### config.mk
export PLATFORM = sky130hd
export DESIGN_NAME = tfc_front
export DESIGN_NICKNAME = d
export VERILOG_FILES = /design/src/rtl/tfc_pkg.sv /design/src/rtl/tfc_front.sv
export SDC_FILE = /design/constraint.sdc
export NUM_CORES = 1
export LEC_CHECK = 0
export CORE_AREA = 2 2 129 131
export CTS_CLUSTER_SIZE = 12
export DETAILED_ROUTE_END_ITERATION = 10
export DIE_AREA = 0 0 131 133
export DONT_BUFFER_PORTS = 1
export PLACE_DENSITY = 0.65
export SLEW_MARGIN = 20
export SYNTH_ARGS = -nofsm -noshare
export SYNTH_HDL_FRONTEND = slang
export SYNTH_SLANG_ARGS = --single-unit
### constraint.sdc
create_clock -name clk -period 7.1 [get_ports clk]
set_input_delay 0.71 -clock clk [delete_from_list [all_inputs] [get_ports clk]]
set_output_delay 0.71 -clock clk [all_outputs]
set_load 0.005 [all_outputs]
### src/rtl/tfc_pkg.sv
// Shared types and constants for the transparency fragment compositor.
// Used by tfc_front, tfc_back and transparency_fragment_compositor.
package tfc_pkg;

	localparam logic [12:0] OPA_ONE      = 13'd4096;
	localparam logic [12:0] OPAQUE_LIMIT = 13'd4095;
	localparam logic [15:0] COLOR_MAX    = 16'hFFFF;
	localparam logic [23:0] VEIL_SUM_MAX = 24'hFFFFFF;
	localparam logic [19:0] VEIL_W_MAX   = 20'hFFFFF;
	localparam logic [19:0] OVER_SUM_MAX = 20'hFFFFF;

	typedef enum logic [2:0] {
		CFG_TRANSPARENCY_ON = 3'd0,
		CFG_MAX_LAYERS      = 3'd1,
		CFG_TRANSP_BACKDROP = 3'd2,
		CFG_BACKDROP_RED    = 3'd3,
		CFG_BACKDROP_GREEN  = 3'd4,
		CFG_BACKDROP_BLUE   = 3'd5,
		CFG_VEIL_MASK       = 3'd6,
		CFG_UNUSED          = 3'd7
	} cfg_index_t;

	typedef enum logic [1:0] {
		KIND_MISS  = 2'd0,
		KIND_FLOOR = 2'd1,
		KIND_VEIL  = 2'd2,
		KIND_OVER  = 2'd3
	} kind_t;

	typedef struct packed {
		logic        cmd;
		logic [15:0] frag_red;
		logic [15:0] frag_green;
		logic [15:0] frag_blue;
		logic [12:0] frag_opacity;
		logic [5:0]  frag_group;
		logic [31:0] frag_depth;
	} frag_t;

	typedef struct packed {
		logic [15:0] pix_red;
		logic [15:0] pix_green;
		logic [15:0] pix_blue;
		logic [12:0] pix_alpha;
		logic [31:0] pix_depth;
		logic        layer_capped;
	} pix_t;

	typedef struct packed {
		logic        transparency_on;
		logic [5:0]  max_layers;
		logic        transparent_backdrop;
		logic [15:0] backdrop_red;
		logic [15:0] backdrop_green;
		logic [15:0] backdrop_blue;
		logic [63:0] veil_mask;
	} cfg_t;

	typedef struct packed {
		kind_t kind;
		frag_t frag;
	} qitem_t;

	// Queue handshake between the front and the back.
	typedef struct packed {
		logic   valid;
		qitem_t item;
	} qhead_t;

endpackage

### src/rtl/tfc_front.sv
// Front end: accepts fragment items, classifies them and queues them.
// Depends on tfc_pkg.
module tfc_front import tfc_pkg::*; #(
	parameter int NUM_GROUPS = 64
) (
	input  logic   clk,
	input  logic   arst_n,
	input  cfg_t   cfg,
	input  logic   frag_valid,
	output logic   frag_stall,
	input  frag_t  frag,
	output qhead_t head,
	input  logic   pop
);

	localparam int DEPTH = 2;

	qitem_t     mem_q [DEPTH];
	logic       wr_ptr_q;
	logic       rd_ptr_q;
	logic [1:0] count_q;
	qitem_t     cls;
	logic       push;

	always_comb begin
		cls.frag = frag;
		if (frag.cmd) begin
			cls.kind = KIND_MISS;
		end else if (!cfg.transparency_on || frag.frag_opacity >= OPAQUE_LIMIT) begin
			cls.kind = KIND_FLOOR;
		end else if ((32'(frag.frag_group) < NUM_GROUPS) && cfg.veil_mask[frag.frag_group]) begin
			cls.kind = KIND_VEIL;
		end else begin
			cls.kind = KIND_OVER;
		end
	end

	assign frag_stall = (count_q == 2'(DEPTH));
	assign push       = frag_valid && !frag_stall;
	assign head.valid = (count_q != 2'd0);
	assign head.item  = mem_q[rd_ptr_q];

	always_ff @(posedge clk) begin
		if (push) begin
			mem_q[wr_ptr_q] <= cls;
		end
	end

	always_ff @(posedge clk or negedge arst_n) begin
		if (!arst_n) begin
			wr_ptr_q <= 1'b0;
			rd_ptr_q <= 1'b0;
			count_q  <= 2'd0;
		end else begin
			if (push) begin
				wr_ptr_q <= ~wr_ptr_q;
			end
			if (pop) begin
				rd_ptr_q <= ~rd_ptr_q;
			end
			count_q <= count_q + 2'(push) - 2'(pop);
		end
	end

endmodule

## Yosys cells after proc, flatten, opt, wreduce, memory -nomap -nowiden

Memory sizes are Yosys's and may differ from the RTL's.
Index checks and enable logic that the tools add are counted.

| storage, ports and cells | value |
|---|---|
| memory bits (read-only) | 0 |
| bits in latches | 0 |
| output and inout port bits | 104 |
| word-level logic and storage cells | 23 |
| register bits after elaboration | 4 |
| input port bits | 224 |
| RAM bits | 204 |
| memories kept | 1 |

| cells by class | value |
|---|---|
| multipliers | 0 |
| muxes and demuxes | 7 |
| reductions and logical operators | 5 |
| shift-type cells | 0 |
| bitwise operators | 2 |
| equality and inequality tests | 1 |
| add/sub/neg operators | 2 |
| $lt $le $gt $ge | 2 |
| divide/modulo/power cells | 0 |

Memories:

| name | words | width | rd ports | clocked after memory_dff | write ports | RTL line | text |
|---|---|---|---|---|---|---|---|
| mem_q | 2 | 102 | 1 | 0 | 1 | tfc_front.sv:18 | `qitem_t mem_q [DEPTH];` |

Operator list:

| kind | count |
|---|---|
| $ge 13x12->1 const B | 1 |
| $lt 6x7->1 const B | 1 |
| $bmux 1 s6 | 1 |
| $mux 1 | 4 |
| $mux 2 | 2 |
| $add 2x1->2 | 1 |
| $eq 2x2->1 const B | 1 |
| $logic_not 1->1 | 2 |
| $not 1->1 | 2 |
| $reduce_bool 2->1 | 1 |
| $sub 2x1->2 | 1 |
| $logic_and 1x1->1 | 1 |
| $logic_or 1x1->1 | 1 |

## Depth between registers and ports, before layout

| depth | value |
|---|---|
| depth in word-level cells | 5 |
| mapped depth | 7 |
| mapped depth without buffers | 7 |

## Least setup slack after synthesis

Ideal clock, no wire load.

| timing | value |
|---|---|
| path type | input to register |
| start point | in frag_valid |
| end point | mem mem_q[0][0] (netlist name) (enable) |
| path buffers | 0 |
| cell stages on the path | 2 |
| setup time | 564 ps |
| setup slack | 1488 ps |
| required time | 6536 ps |
| arrival | 5048 ps |
| cells stage by stage | nand2_1 > nor2_1 |

| between the ends | value |
|---|---|
| word-level cells in the longest chain between the ends | 3 |

Ends and longest elaborated chain:

| item | RTL line | text |
|---|---|---|
| from (decl) | tfc_front.sv:9 | `input logic frag_valid,` |
| $logic_and 1x1->1 | tfc_front.sv:39 | `assign push = frag_valid && !frag_stall;` |
| $mux 1 | tfc_front.sv:44 | `if (push) begin` |
| $mux 1 (not written as such) | tfc_front.sv:45 | `mem_q[wr_ptr_q] <= cls;` |
| to (decl) | tfc_front.sv:18 |  |

Every way passes these cells.

==> flow_summary.json <==
{
  "cts_repair_resized_insts": 0,
  "synth-compound-area-share_pct": 0.633,
  "rsz0062_at_grt": "no",
  "yosys-mux-area-fraction_pct": 19.6,
  "timing.max_cap.violations": 0,
  "power_switching_share_pct": 26.0,
  "die_h_um": 133,
  "vias_per_cell": 5.68,
  "finalSetupViolCount": 0,
  "worst_reg2reg_path_startpoint": "count_q[1]",
  "clock_tree.htree_level_count": 1,
  "critical_path.endpoint": "head[35]",
  "ys_warn_count": 0,
  "clkLatencyLatePin_ns": 0.49,
  "synth_cell_types": 27,
  "largest_family_of_logic_cells_by_synthesized_area": "multiplexers",
  "routed-wl-met2_mm": 8.10,
  "routabilityCongestion": 0.740,
  "post_synth_and_or_nand_nor_area_fraction_pct": 1.22,
  "synthesis.nets": 607,
  "synth-edff-count": 204,
  "synth-adder-area-share_pct": 0.309,
  "clockPowerShare_pct": 29.6,
  "initial_antenna_violation_count": 0,
  "syn_inst": 381,
  "p_per_area_nw_per_um2": 397,
  "syn_to_final_growth_pct": 11.6,
  "placedCellCount": 587,
  "final_net_count": 618,
  "seq_power_share_pct": 49.5,
  "power_report.internal_total_mw": 2.66,
  "synth.largest_area_cell": "sky130_fd_sc_hd__edfxtp_1",
  "run_status": "finished, final reports clean",
  "ys_dominant_reg_cell": "sky130_fd_sc_hd__edfxtp_1",
  "drive_gt1_share_pct": 37.3,
  "pin_slew_with_the_least_headroom_to_its_limit_ns": 1.06,
  "crit_required_ns": 6.39,
  "overflow": 0,
  "holdWs_ns": 0.299,
  "drt_drc_violations_left": 0,
  "crit_arrival_ns": 2.55,
  "clkSlewWorstSetupHoldPaths_ns": 0.06,
  "post-route-period-util_pct": 45.9,
  "tritoncts.num_buffers": 22,
  "period_needed_ns": 3.26,
  "max-slew-margin-rel_pct": 28.9,
  "max_clock_freq_mhz": 307,
  "maximum_vdd_drop_mv": 0.188,
  "rrSetupSlack_ns": 4.29,
  "numPortBuffers": 0,
  "share_of_flip_flops_with_an_asynchronous_set_or_reset_pct": 1.92,
  "clock_tree.root_cell": "sky130_fd_sc_hd__clkbuf_16",
  "grt_start_max_net_pins": 72,
  "r2r_end": "mem_q[0][30]",
  "post_cts.repair.setup_buffers": 0,
  "grt_first_pass_wirelength_mm": 21.1,
  "top_layer": "met4",
  "ys_seq_elements": 208,
  "ioPinCount": 328,
  "fp.dieArea_um2": 17400,
  "post_synth_instance_area_um2": 8110,
  "post_synth_most_frequent_cells": "sky130_fd_sc_hd__edfxtp_1 (204), sky130_fd_sc_hd__mux2_2 (104), sky130_fd_sc_hd__clkbuf_1 (13), sky130_fd_sc_hd__mux4_2 (13)",
  "fin_skew_ns": 0.00935,
  "seq_area_frac_synth_pct": 76.8,
  "ff2ff_path_depth": 4,
  "syn_avg_cell_area_um2": 21.3,
  "cp-start-kind": "register",
  "post_synth_xor_area_fraction_pct": 0.432,
  "antenna_left": 0,
  "crit_path_max_fanout": 71,
  "detailedPlacementHpwl_mm": 10.0,
  "p_leak_nw": 2.92,
  "tritoncts": "yes",
  "p_switching_mw": 0.933,
  "final-instance-count-excl-fill": 628,
  "firstDrtPassIters": 4,
  "fraction_of_synthesized_cell_area_taken_by_the_top_area_cell_type_pct": 75.6,
  "first_global_vias": 3856,
  "antenna_cells": 0,
  "routed-wl-met3_mm": 1.70,
  "route.layer.met1.wl_mm": 4.71,
  "globalRouteTotalUtil_pct": 16.2,
  "combPwrFrac_pct": 20.9,
  "synthMostInstantiatedCell": "sky130_fd_sc_hd__edfxtp_1",
  "cts_hold_buffers": 1,
  "detail_route.wl_per_cell_um": 23.6,
  "fp.coreArea_um2": 16200,
  "initialDrtViolationCount": 180,
  "floorplan.die.width_um": 131,
  "path_class_of_the_lowest_slack_min_delay_path": "in -> reg",
  "cts.sinks": 208,
  "drv_slew": 0,
  "total_number_of_placement_rows": 47,
  "category_of_the_most_critical_setup_path": "reg -> out",
  "worstSetupStartpoint": "rd_ptr_q",
  "tns_ns": 0,
  "ys_top_cells_by_area": "sky130_fd_sc_hd__edfxtp_1 (76%), sky130_fd_sc_hd__mux2_2 (14%), sky130_fd_sc_hd__mux4_2 (3.6%)",
  "vias": 3566,
  "cts_max_path_buffers": 3,
  "timing.critical_path.to_type": "primary output",
  "starting_density_of_the_core_pct": 50.1,
  "routed_wirelength_mm": 14.8,
  "final_hold_viol_count": 0
}
==> sequential cells by signal (all words and copies together) (netlist names) <==
name and flops:
wr_ptr_q 1, count_q 2, rd_ptr_q 1, mem_q 204
==> worst min path at each step <==
stage	startpoint	end	slack, ns	cells after the start
finish	pop	rd_ptr_q	0.30	1
global route	frag[5]	mem_q[1][5]	0.29	0
CTS	pop	rd_ptr_q	0.28	1
detailed placement	arst_n	wr_ptr_q	0.41	0
global placement	arst_n	wr_ptr_q	0.41	0
floorplan	arst_n	count_q[0]	0.41	0
==> power groups by stage <==
| stage | clock, mW | sequential [mW] | combinational [mW] |
|---|---|---|---|
| floorplan | 0 | 1.78 | 0.630 |
| global placement | 0 | 1.79 | 0.766 |
| detailed placement | 0 | 1.81 | 0.769 |
| CTS | 1.09 | 1.78 | 0.775 |
| global route | 1.13 | 1.81 | 0.813 |
| finish | 1.06 | 1.78 | 0.749 |
==> layout make-up <==
type / count / area, um2
inverters: 3 / 11.3
flip-flops and latches: 208 / 6230
clock inverters: 1 / 8.76
well taps: 220 / 275
repair buffers: 4 / 32.5
fillers: 1201 / 7130
clock buffers: 39 / 676
multi-input cells: 153 / 1810
==> logic make-up (layout without fill, tap and decap cells) <==
family                     after synthesis  after routing
xor gates and xnor gates                 4              4
and+or+nand+nor                         18             18
DFF                                    208            208
adders and majority gates                2              2
muxes                                  123            123
buffers and inverters                   20             47
AOI/OAI and AO/OA                        6              6
==> layout by cell type (no fill, tap or decap) <==
cell type,instances
sky130_fd_sc_hd__a2111oi_0,2
sky130_fd_sc_hd__edfxtp_1,204
sky130_fd_sc_hd__nor2b_1,2
sky130_fd_sc_hd__mux4_2,13
sky130_fd_sc_hd__a41oi_1,2
sky130_fd_sc_hd__or3b_1,1
sky130_fd_sc_hd__nor2_1,2
sky130_fd_sc_hd__buf_4,3
sky130_fd_sc_hd__clkbuf_16,23
sky130_fd_sc_hd__nor3_1,1
sky130_fd_sc_hd__o211ai_1,1
sky130_fd_sc_hd__inv_1,3
sky130_fd_sc_hd__dlygate4sd3_1,1
sky130_fd_sc_hd__and3_4,1
sky130_fd_sc_hd__nand2_1,4
sky130_fd_sc_hd__nor4b_1,1
sky130_fd_sc_hd__o311ai_0,1
sky130_fd_sc_hd__ha_1,2
sky130_fd_sc_hd__mux2i_1,2
sky130_fd_sc_hd__nand4_1,3
sky130_fd_sc_hd__xor2_1,1
sky130_fd_sc_hd__dfrtp_1,3
sky130_fd_sc_hd__clkbuf_1,12
sky130_fd_sc_hd__clkinv_4,1
sky130_fd_sc_hd__nor2_4,1
sky130_fd_sc_hd__clkbuf_8,4
sky130_fd_sc_hd__mux4_1,4
sky130_fd_sc_hd__dfrtp_4,1
sky130_fd_sc_hd__xnor2_1,3
sky130_fd_sc_hd__mux2_2,104
sky130_fd_sc_hd__or2_2,1
sky130_fd_sc_hd__nand2b_1,1
==> worst max-delay path, cell delays in order (launching register included) <==
cell,delay (ns)
sky130_fd_sc_hd__dfrtp_4,0.70
sky130_fd_sc_hd__buf_4,0.77
sky130_fd_sc_hd__mux2_2,0.46
==> layer usage <==
layer | vias to the layer above | GRT usage (%)
met3 | 24 | 6.39
met5 | - | 0
met4 | 0 | 5.32
li1 | 1564 | -
met1 | 1765 | 15.8
met2 | 213 | 30.5
==> per-stage QoR <==
stage / cell area, um2 / total power [mW] / setup slack [ns] / utilization [%]
floorplan: 8110 / 2.41 / 1.49 / -
global placement: 8350 / 2.56 / 4.18 / 51.6
detailed placement: 8350 / 2.58 / 4.11 / 51.6
CTS: 9040 / 3.64 / 3.78 / 55.9
global route: 9040 / 3.75 / 3.66 / 55.9
finish: 9040 / 3.59 / 3.84 / 55.9
Power figures use the tool's default switching activity.
